--- config.mk ---
export PLATFORM = sky130hd
export DESIGN_NAME = register_file_sensor_device_top
export DESIGN_NICKNAME = d
export VERILOG_FILES = /design/src/rtl/rfsd_pkg.sv /design/src/rtl/register_file_sensor_device_top.sv /design/src/rtl/rfsd_ram.sv /design/src/rtl/rfsd_ctrl.sv /design/src/rtl/rfsd_dp.sv
export SDC_FILE = /design/constraint.sdc
export NUM_CORES = 1
export LEC_CHECK = 0
export BUFFER_PORTS_ARGS = -buffer_cell sky130_fd_sc_hd__buf_2
export CAP_MARGIN = 40
export CELL_PAD_IN_SITES_DETAIL_PLACEMENT = 1
export CELL_PAD_IN_SITES_GLOBAL_PLACEMENT = 2
export CORE_UTILIZATION = 30
export CTS_BUF_LIST = sky130_fd_sc_hd__clkbuf_4 sky130_fd_sc_hd__clkbuf_8
export CTS_CLUSTER_SIZE = 30
export DETAILED_ROUTE_END_ITERATION = 10
export PLACE_DENSITY = 0.66
export SKIP_CTS_REPAIR_TIMING = 1
export SYNTH_ARGS = -nofsm -noshare
export SYNTH_HDL_FRONTEND = slang
export SYNTH_SLANG_ARGS = --single-unit
--- constraint.sdc ---
create_clock -name clk -period 3.35 [get_ports clk]
set_input_delay 0.67 -clock clk [delete_from_list [all_inputs] [get_ports clk]]
set_output_delay 0.67 -clock clk [all_outputs]
set_load 0.02 [all_outputs]
--- src/rtl/rfsd_pkg.sv ---
// Package for the register file sensor device.
// Holds request and response structs, access codes, register bit masks and
// the command and status structs shared by controller and datapath.
package rfsd_pkg;

	localparam int REG_COUNT_DEF = 64;
	localparam int MAX_BURST     = 8;
	localparam int CNT_W         = 3;

	localparam logic [2:0] REQ_TICK  = 3'd0;
	localparam logic [2:0] REQ_READ  = 3'd1;
	localparam logic [2:0] REQ_WRITE = 3'd2;
	localparam logic [2:0] REQ_SPI   = 3'd3;
	localparam logic [2:0] REQ_MDIO  = 3'd4;

	localparam logic [7:0] ST_READY  = 8'h01;
	localparam logic [7:0] ST_BUSY   = 8'h04;
	localparam logic [7:0] CTL_START = 8'h01;
	localparam logic [7:0] SPI_MASK  = 8'hA5;
	localparam logic [7:0] EP_MAX    = 8'h7F;
	localparam logic [2:0] BUS_MAX   = 3'd3;
	localparam logic [6:0] MDIO_REGS = 7'd32;
	localparam logic [1:0] START_TICKS = 2'd2;

	typedef struct packed {
		logic [2:0]  req_type;
		logic [2:0]  bus_num;
		logic [7:0]  endpoint;
		logic [6:0]  reg_index;
		logic [6:0]  length;
		logic [63:0] data_word;
	} req_t;

	typedef struct packed {
		logic        status;
		logic [15:0] read_data;
		logic        last_result;
	} rsp_t;

	typedef struct packed {
		logic load;
		logic tick;
		logic rd_issue;
		logic hi_capture;
		logic wr_byte;
		logic wr_start;
		logic emit;
		logic cnt_inc;
	} dp_cmd_t;

	typedef struct packed {
		logic is_tick;
		logic is_read;
		logic is_write;
		logic is_spi;
		logic is_mdio;
		logic bad;
		logic last_byte;
		logic emit_last;
		logic cnt_odd;
		logic out_free;
	} dp_stat_t;

endpackage

--- src/rtl/register_file_sensor_device_top.sv ---
// Register file sensor device: a byte register file behind a bus access port.
// One access at a time; each read byte passes through a read-issue state for the RAM's registered read.
// A result waits in an output register while the next access is taken in.
// Reset: status register READY, control and countdown zero, RAM valid bits cleared.
module register_file_sensor_device_top #(
	parameter int REG_COUNT = rfsd_pkg::REG_COUNT_DEF
) (
	input  logic           clk,
	input  logic           arst_n,
	input  logic           req_valid,
	output logic           req_ready,
	input  rfsd_pkg::req_t req,
	output logic           rsp_valid,
	input  logic           rsp_ready,
	output rfsd_pkg::rsp_t rsp
);

	rfsd_pkg::dp_cmd_t  cmd;
	rfsd_pkg::dp_stat_t stat;

	rfsd_ctrl u_ctrl (
		.clk      (clk),
		.arst_n   (arst_n),
		.req_valid(req_valid),
		.req_ready(req_ready),
		.stat     (stat),
		.cmd      (cmd)
	);

	rfsd_dp #(
		.REG_COUNT(REG_COUNT)
	) u_dp (
		.clk      (clk),
		.arst_n   (arst_n),
		.req      (req),
		.cmd      (cmd),
		.stat     (stat),
		.rsp_valid(rsp_valid),
		.rsp_ready(rsp_ready),
		.rsp      (rsp)
	);

endmodule

--- src/rtl/rfsd_ram.sv ---
// Generic single-port-write, single-port-read RAM with registered read data.
// No dependencies.
module rfsd_ram #(
	parameter int WIDTH = 8,
	parameter int DEPTH = 64
) (
	input  logic                     clk,
	input  logic                     we,
	input  logic [$clog2(DEPTH)-1:0] waddr,
	input  logic [WIDTH-1:0]         wdata,
	input  logic                     re,
	input  logic [$clog2(DEPTH)-1:0] raddr,
	output logic [WIDTH-1:0]         rdata
);

	logic [WIDTH-1:0] mem_q [DEPTH];

	always_ff @(posedge clk) begin
		if (we) begin
			mem_q[waddr] <= wdata;
		end
		if (re) begin
			rdata <= mem_q[raddr];
		end
	end

endmodule

--- src/rtl/rfsd_ctrl.sv ---
// Access sequencer for the register file sensor device.
// Depends on rfsd_pkg for the command and status structs.
module rfsd_ctrl (
	input  logic              clk,
	input  logic              arst_n,
	input  logic              req_valid,
	output logic              req_ready,
	input  rfsd_pkg::dp_stat_t stat,
	output rfsd_pkg::dp_cmd_t  cmd
);

	typedef enum logic [6:0] {
		S_IDLE   = 7'b0000001,
		S_DECODE = 7'b0000010,
		S_RDREQ  = 7'b0000100,
		S_MDHI   = 7'b0001000,
		S_WRITE  = 7'b0010000,
		S_WSTART = 7'b0100000,
		S_EMIT   = 7'b1000000
	} state_t;

	state_t state_q, state_d;

	assign req_ready = (state_q == S_IDLE);

	always_comb begin
		state_d = state_q;
		cmd     = '0;
		unique case (state_q)
			S_IDLE: begin
				if (req_valid) begin
					cmd.load = 1'b1;
					state_d  = S_DECODE;
				end
			end
			S_DECODE: begin
				if (stat.is_tick) begin
					cmd.tick = 1'b1;
					state_d  = S_IDLE;
				end else if (stat.bad || stat.is_spi) begin
					state_d = S_EMIT;
				end else if (stat.is_read || stat.is_mdio) begin
					state_d = S_RDREQ;
				end else if (stat.is_write) begin
					state_d = S_WRITE;
				end else begin
					state_d = S_IDLE;
				end
			end
			S_RDREQ: begin
				cmd.rd_issue = 1'b1;
				if (stat.is_mdio && !stat.cnt_odd) begin
					state_d = S_MDHI;
				end else begin
					state_d = S_EMIT;
				end
			end
			S_MDHI: begin
				cmd.hi_capture = 1'b1;
				cmd.cnt_inc    = 1'b1;
				state_d        = S_RDREQ;
			end
			S_WRITE: begin
				cmd.wr_byte = 1'b1;
				cmd.cnt_inc = 1'b1;
				if (stat.last_byte) begin
					state_d = S_WSTART;
				end
			end
			S_WSTART: begin
				cmd.wr_start = 1'b1;
				state_d      = S_EMIT;
			end
			S_EMIT: begin
				if (stat.out_free) begin
					cmd.emit = 1'b1;
					if (stat.emit_last) begin
						state_d = S_IDLE;
					end else begin
						cmd.cnt_inc = 1'b1;
						state_d     = stat.is_read ? S_RDREQ : S_EMIT;
					end
				end
			end
			default: begin
				state_d = S_IDLE;
			end
		endcase
	end

	always_ff @(posedge clk or negedge arst_n) begin
		if (!arst_n) begin
			state_q <= S_IDLE;
		end else begin
			state_q <= state_d;
		end
	end

endmodule

--- src/rtl/rfsd_dp.sv ---
// Datapath for the register file sensor device: request hold, access checks,
// status and control flops, register RAM with valid bits, output register.
// Depends on rfsd_pkg and rfsd_ram.
module rfsd_dp #(
	parameter int REG_COUNT = rfsd_pkg::REG_COUNT_DEF
) (
	input  logic               clk,
	input  logic               arst_n,
	input  rfsd_pkg::req_t     req,
	input  rfsd_pkg::dp_cmd_t  cmd,
	output rfsd_pkg::dp_stat_t stat,
	output logic               rsp_valid,
	input  logic               rsp_ready,
	output rfsd_pkg::rsp_t     rsp
);

	localparam int ADDR_W = $clog2(REG_COUNT);

	rfsd_pkg::req_t                req_q;
	logic [rfsd_pkg::CNT_W-1:0]    cnt_q;
	logic [7:0]                    reg0_q;
	logic [7:0]                    reg1_q;
	logic [1:0]                    countdown_q;
	logic [REG_COUNT-1:0]          valid_q;
	logic [ADDR_W-1:0]             rd_addr_q;
	logic                          rd_valid_q;
	logic [7:0]                    hi_q;
	logic                          out_valid_q;
	rfsd_pkg::rsp_t                out_q;

	logic [ADDR_W-1:0] mod_tbl [64];
	logic              ep_ok, win_ok, spi_ok, mdio_ok, bad;
	logic [7:0]        win_end, byte_sum;
	logic [ADDR_W-1:0] byte_addr, mdio_addr, cur_addr;
	logic [7:0]        wr_data, ram_rdata, rd_byte;
	logic              ram_we, covers_ctl;
	rfsd_pkg::rsp_t    rsp_d;

	for (genvar g = 0; g < 64; g++) begin : g_mod
		assign mod_tbl[g] = ADDR_W'(g % REG_COUNT);
	end

	assign ep_ok   = (req_q.bus_num <= rfsd_pkg::BUS_MAX) && (req_q.endpoint <= rfsd_pkg::EP_MAX);
	assign win_end = {1'b0, req_q.reg_index} + {1'b0, req_q.length};
	assign spi_ok  = (req_q.length != 7'd0) && (req_q.length <= 7'(rfsd_pkg::MAX_BURST));
	assign win_ok  = ({1'b0, req_q.reg_index} < 8'(REG_COUNT)) && spi_ok
		&& (win_end <= 8'(REG_COUNT));
	assign mdio_ok = req_q.reg_index < rfsd_pkg::MDIO_REGS;
	assign covers_ctl = (req_q.reg_index <= 7'd1) && (win_end > 8'd1);

	always_comb begin
		case (req_q.req_type) inside
			rfsd_pkg::REQ_TICK:                      bad = 1'b0;
			rfsd_pkg::REQ_READ, rfsd_pkg::REQ_WRITE: bad = !(ep_ok && win_ok);
			rfsd_pkg::REQ_SPI:                       bad = !(ep_ok && spi_ok);
			rfsd_pkg::REQ_MDIO:                      bad = !(ep_ok && mdio_ok);
			default:                                 bad = 1'b1;
		endcase
	end

	assign byte_sum  = {1'b0, req_q.reg_index} + 8'(cnt_q);
	assign byte_addr = byte_sum[ADDR_W-1:0];
	assign mdio_addr = mod_tbl[{req_q.reg_index[4:0], cnt_q[0]}];
	assign cur_addr  = stat.is_mdio ? mdio_addr : byte_addr;
	assign wr_data   = req_q.data_word[{cnt_q, 3'b000} +: 8];
	assign ram_we    = cmd.wr_byte && (byte_sum > 8'd1);

	assign rd_byte = (rd_addr_q == ADDR_W'(0)) ? reg0_q :
		(rd_addr_q == ADDR_W'(1)) ? reg1_q :
		rd_valid_q ? ram_rdata : 8'h00;

	assign stat.is_tick   = (req_q.req_type == rfsd_pkg::REQ_TICK);
	assign stat.is_read   = (req_q.req_type == rfsd_pkg::REQ_READ);
	assign stat.is_write  = (req_q.req_type == rfsd_pkg::REQ_WRITE);
	assign stat.is_spi    = (req_q.req_type == rfsd_pkg::REQ_SPI);
	assign stat.is_mdio   = (req_q.req_type == rfsd_pkg::REQ_MDIO);
	assign stat.bad       = bad;
	assign stat.last_byte = ({4'b0000, cnt_q} == (req_q.length - 7'd1));
	assign stat.emit_last = bad || stat.is_write || stat.is_mdio || stat.last_byte;
	assign stat.cnt_odd   = cnt_q[0];
	assign stat.out_free  = !out_valid_q || rsp_ready;

	always_comb begin
		rsp_d.status      = bad;
		rsp_d.last_result = stat.emit_last;
		rsp_d.read_data   = 16'h0000;
		if (!bad) begin
			if (stat.is_read) begin
				rsp_d.read_data = {8'h00, rd_byte};
			end else if (stat.is_spi) begin
				rsp_d.read_data = {8'h00, wr_data ^ rfsd_pkg::SPI_MASK};
			end else if (stat.is_mdio) begin
				rsp_d.read_data = {hi_q, rd_byte};
			end
		end
	end

	rfsd_ram #(
		.WIDTH(8),
		.DEPTH(REG_COUNT)
	) u_ram (
		.clk  (clk),
		.we   (ram_we),
		.waddr(byte_addr),
		.wdata(wr_data),
		.re   (cmd.rd_issue),
		.raddr(cur_addr),
		.rdata(ram_rdata)
	);

	always_ff @(posedge clk) begin
		if (cmd.load) begin
			req_q <= req;
		end
		if (cmd.rd_issue) begin
			rd_addr_q  <= cur_addr;
			rd_valid_q <= valid_q[cur_addr];
		end
		if (cmd.hi_capture) begin
			hi_q <= rd_byte;
		end
		if (cmd.emit) begin
			out_q <= rsp_d;
		end
	end

	always_ff @(posedge clk or negedge arst_n) begin
		if (!arst_n) begin
			cnt_q       <= '0;
			reg0_q      <= rfsd_pkg::ST_READY;
			reg1_q      <= 8'h00;
			countdown_q <= 2'd0;
			valid_q     <= '0;
			out_valid_q <= 1'b0;
		end else begin
			if (cmd.load) begin
				cnt_q <= '0;
			end else if (cmd.cnt_inc) begin
				cnt_q <= cnt_q + 1'b1;
			end
			if (cmd.tick && (countdown_q != 2'd0)) begin
				countdown_q <= countdown_q - 2'd1;
				if (countdown_q == 2'd1) begin
					reg0_q <= (reg0_q & ~rfsd_pkg::ST_BUSY) | rfsd_pkg::ST_READY;
				end
			end
			if (cmd.wr_byte) begin
				if (byte_sum == 8'd0) begin
					reg0_q <= wr_data;
				end else if (byte_sum == 8'd1) begin
					reg1_q <= wr_data;
				end else begin
					valid_q[byte_addr] <= 1'b1;
				end
			end
			if (cmd.wr_start && covers_ctl && ((reg1_q & rfsd_pkg::CTL_START) != 8'h00)) begin
				reg0_q      <= (reg0_q & ~rfsd_pkg::ST_READY) | rfsd_pkg::ST_BUSY;
				reg1_q      <= 8'h00;
				countdown_q <= rfsd_pkg::START_TICKS;
			end
			if (cmd.emit) begin
				out_valid_q <= 1'b1;
			end else if (rsp_ready) begin
				out_valid_q <= 1'b0;
			end
		end
	end

	assign rsp_valid = out_valid_q;
	assign rsp       = out_q;

endmodule

==> impl_metrics.yaml <==
final_layout:
  nets: 2727
  layout_common_cells: "636 x edfxtp_1, 480 x nand2_1, 240 x buf_4"
  utilization_pct: 37.7
  n_fill_cell: 10300
  layout-drive-gt1-share_pct: 29.1
  stdcell_count: 4010
  final_common_cell: "edfxtp_1"
  area_delta_synth_final_pct: 23.6
grt:
  grt_usage_pct: 18.4
  overflow: 0
  first_global_vias: 21600
  grt_max_degree: 85
  antenna_found_initial: 2
  grt_pass1_wl_mm: 139
min_path:
  hp-start: "req[74]"
  hold_end: "u_dp.req_q[74]"
  holdCritPathClass: "input pin to register"
  holdPathStages: 1
clock_network:
  cts-root-buf: "clkbuf_8"
  clkLatencyLatePin_ns: 0.80
  clk_pin_slew_ns: 0.06
  clk_path_buf_depth: 3
  clock-sinks: 729
  htreeDepth: 4
  cts_tree: "yes"
  numCtsBuffers: 131
die:
  die_area_mm2: 0.102
  num_rows: 115
  io_pins: 116
  initial_core_util_pct: 30.5
  die_h_um: 319
  chipWidth_um: 319
  core_area_mm2: 0.0989
sta:
  finalClockSkew_ns: 0.0400
  period_minus_slack_ns: 3.43
  fmax_ghz: 0.291
  finalSetupTns_ns: -0.0847
  slew_headroom_pct: 40.9
  timing.final.crit_share_pct: 103
  rsz0062_at_grt: "yes"
  final_hold_viol_count: 0
  setup_violations: 1
  slew_viol_final: 0
  hold_slack_ns: 0.0496
  fin_ws_ns: -0.0847
  tightest_slew_ns: 0.887
drt:
  avgViaCountPerCell: 4.99
  drt_iter0_drc: 1391
  wl_per_cell_um: 23.3
  firstDrtPassIters: 5
  vias: 20000
  post-route-drc-count: 0
  wl_mm: 93.6
  antenna_left: 0
worst_setup_path:
  rrSetupSlack_ns: -0.08
  crit_path_end_kind: "register"
  crit_slowest_cell: "fa_2"
  timing.rr.end: "u_dp.rd_valid_q"
  max_stage_delay_ns: 0.43
  worst_ep_required_time_ns: 3.97
  crit_type: "register to register"
  path_max_fanout: 10
  timing.rr.start: "u_dp.cnt_q[0]"
  reg2regPathDepth: 14
  crit_start: "u_dp.cnt_q[0]"
  crit_path_start_kind: "register"
  crit_path_cell_trace: "ha_1 -> fa_2 -> xor2_2 -> mux2i_4 -> buf_12 -> nor2_4 -> buf_4 -> buf_4 -> a221oi_4 -> a21oi_1 -> o2111ai_2 -> buf_4 -> o21ai_0 -> a211oi_1"
  crit_path_frequent_cell: "buf_4"
  critPathArrivalTime_ns: 4.05
power_and_ir_drop:
  p_leak_nw: 13.9
  ir_drop_mv: 0.403
  p_per_area_mw_per_mm2: 744
synthesis:
  synth_cell_type_count: 74
  synth_flop_cell: "edfxtp_1"
  ys_seq_elements: 729
  synth_top_area_share_pct: 63.4
  yosys.area.top_type: "edfxtp_1"
  yosysSeqAreaShare_pct: 71.2
  yosys-top-cells-area: "edfxtp_1 63%, dfrtp_1 7.6%, nand2_1 6.0%"
  synth-async-reset-ratio_pct: 12.8
  synth_nets: 2321
  netlist_area_mm2: 0.0301
  synth_edf_count: 636
  yosysWarningCount: 0
  synthCells: 2209
  avgSynthCellArea_um2: 13.6
placed_design:
  place_hpwl_mm: 61.8
  placed_cells: 3746
  place_congestion: 0.868
  io_buffers: 106
run:
  drv_cap: 0
run_status:
  status: "finished, violations left"
  violations: "negative setup slack"
## cell type report
class	count	area (um^2)	share of cell area, %
clock inverter	51	328	0.881
multi-input combinational	1326	8250	22.2
timing repair buffer	398	3180	8.54
inverter	29	138	0.370
antenna	1	2.50	0.00672
clock buffer	189	2290	6.15
tap	1287	1610	4.33
sequential	729	21400	57.6
## metal layers
metal	vias to the layer above	GRT usage, %	part of all wire (%)
li1	9028	-	-
met1	10400	23.8	43
met2	461	31.2	50
met3	135	2.93	4.2
met4	0	6.80	2.7
met5	-	0	0
## through the flow
| step | instance area [um^2] | power [mW] | setup WS, ns |
|---|---|---|---|
| 2_1_floorplan | 30100 | 15.3 | 0.127 |
| 3_3_place_gp | 34000 | 19.0 | -0.449 |
| 3_5_place_dp | 34100 | 19.2 | -0.465 |
| 4_1_cts | 36700 | 27.7 | -0.511 |
| 5_1_grt | 37200 | 28.9 | -0.158 |
| 6_report | 37200 | 27.7 | -0.0847 |
## Yosys cell counts, types with 4 or more instances
| cell | instances |
|---|---|
| ha_1 | 14 |
| a311oi_1 | 22 |
| nand4_1 | 6 |
| edfxtp_1 | 636 |
| and2_1 | 9 |
| and3_1 | 33 |
| a221oi_1 | 10 |
| mux2_2 | 14 |
| o21ai_0 | 39 |
| mux2i_1 | 32 |
| buf_4 | 16 |
| dfrtp_1 | 91 |
| nand3_1 | 207 |
| nor2_1 | 110 |
| a21oi_1 | 37 |
| xnor2_1 | 9 |
| clkbuf_1 | 48 |
| xor2_1 | 10 |
| o22ai_1 | 13 |
| or2_2 | 64 |
| mux4_2 | 49 |
| nand2b_1 | 7 |
| buf_2 | 41 |
| buf_1 | 14 |
| nor4_1 | 8 |
| buf_6 | 6 |
| or2_1 | 4 |
| nand2_1 | 481 |
| inv_1 | 27 |
| a31oi_1 | 17 |
| a32oi_1 | 18 |
| a211oi_1 | 17 |
| or4_1 | 5 |
| nor3_1 | 24 |
## worst max-delay path, delay by kind of cell, from the launching register on
kind | cells | cell delay (ns)
AO/OA/AOI/OAI | 5 | 1.09
multiplexers | 1 | 0.18
AND/OR/NAND/NOR | 1 | 0.05
adder cells (fa/ha/maj) | 2 | 0.66
buffers and inverters | 4 | 0.68
XOR/XNOR | 1 | 0.19
flip-flops | 1 | 0.38
## kinds of logic (layout without fill, tap and decap cells)
group,after synthesis,in the layout,share of synthesized area (%)
simple gates,978,978,14.6
flops,729,729,71.2
compound gates,217,217,5.19
buf+inv,154,667,2.44
mux,96,96,5.33
xor+xnor,19,19,0.553
fa+ha+maj,16,16,0.715
other cells,0,1,0
## state kept, by name, summed over array words and instances, names as in the netlist, named ones only
register          cells
u_dp.cnt_q            3
u_dp.rd_valid_q       1
u_dp.valid_q         64
u_ctrl.state_q        7
u_dp.rsp_valid        1
u_dp.u_ram.mem_q    512
u_dp.req_q           83
u_dp.reg0_q           7
u_dp.u_ram.rdata      8
u_dp.reg1_q           8
u_dp.rd_addr_q        6
u_dp.countdown_q      2
u_dp.hi_q             8
u_dp.rsp             18
## worst max path at each step
stage | endpoint | slack (ns) | depth (start not counted)
CTS | u_dp.rd_valid_q | -0.51 | 13
detailed placement | u_dp.rd_valid_q | -0.47 | 13
finish | u_dp.rd_valid_q | -0.08 | 14
global route | u_dp.rd_valid_q | -0.16 | 14
global placement | u_dp.rd_valid_q | -0.45 | 13
floorplan | u_dp.u_ram.rdata[3] | 0.13 | 12
## power breakdown
part           leakage [nW]  switching [mW]  total (mW)  internal [mW]
registers              7.03           0.124        10.9           10.8
clock network          1.39            3.83        8.35           4.52
logic                  5.47            5.36        8.44           3.08
Power figures use the tool's default switching activity.
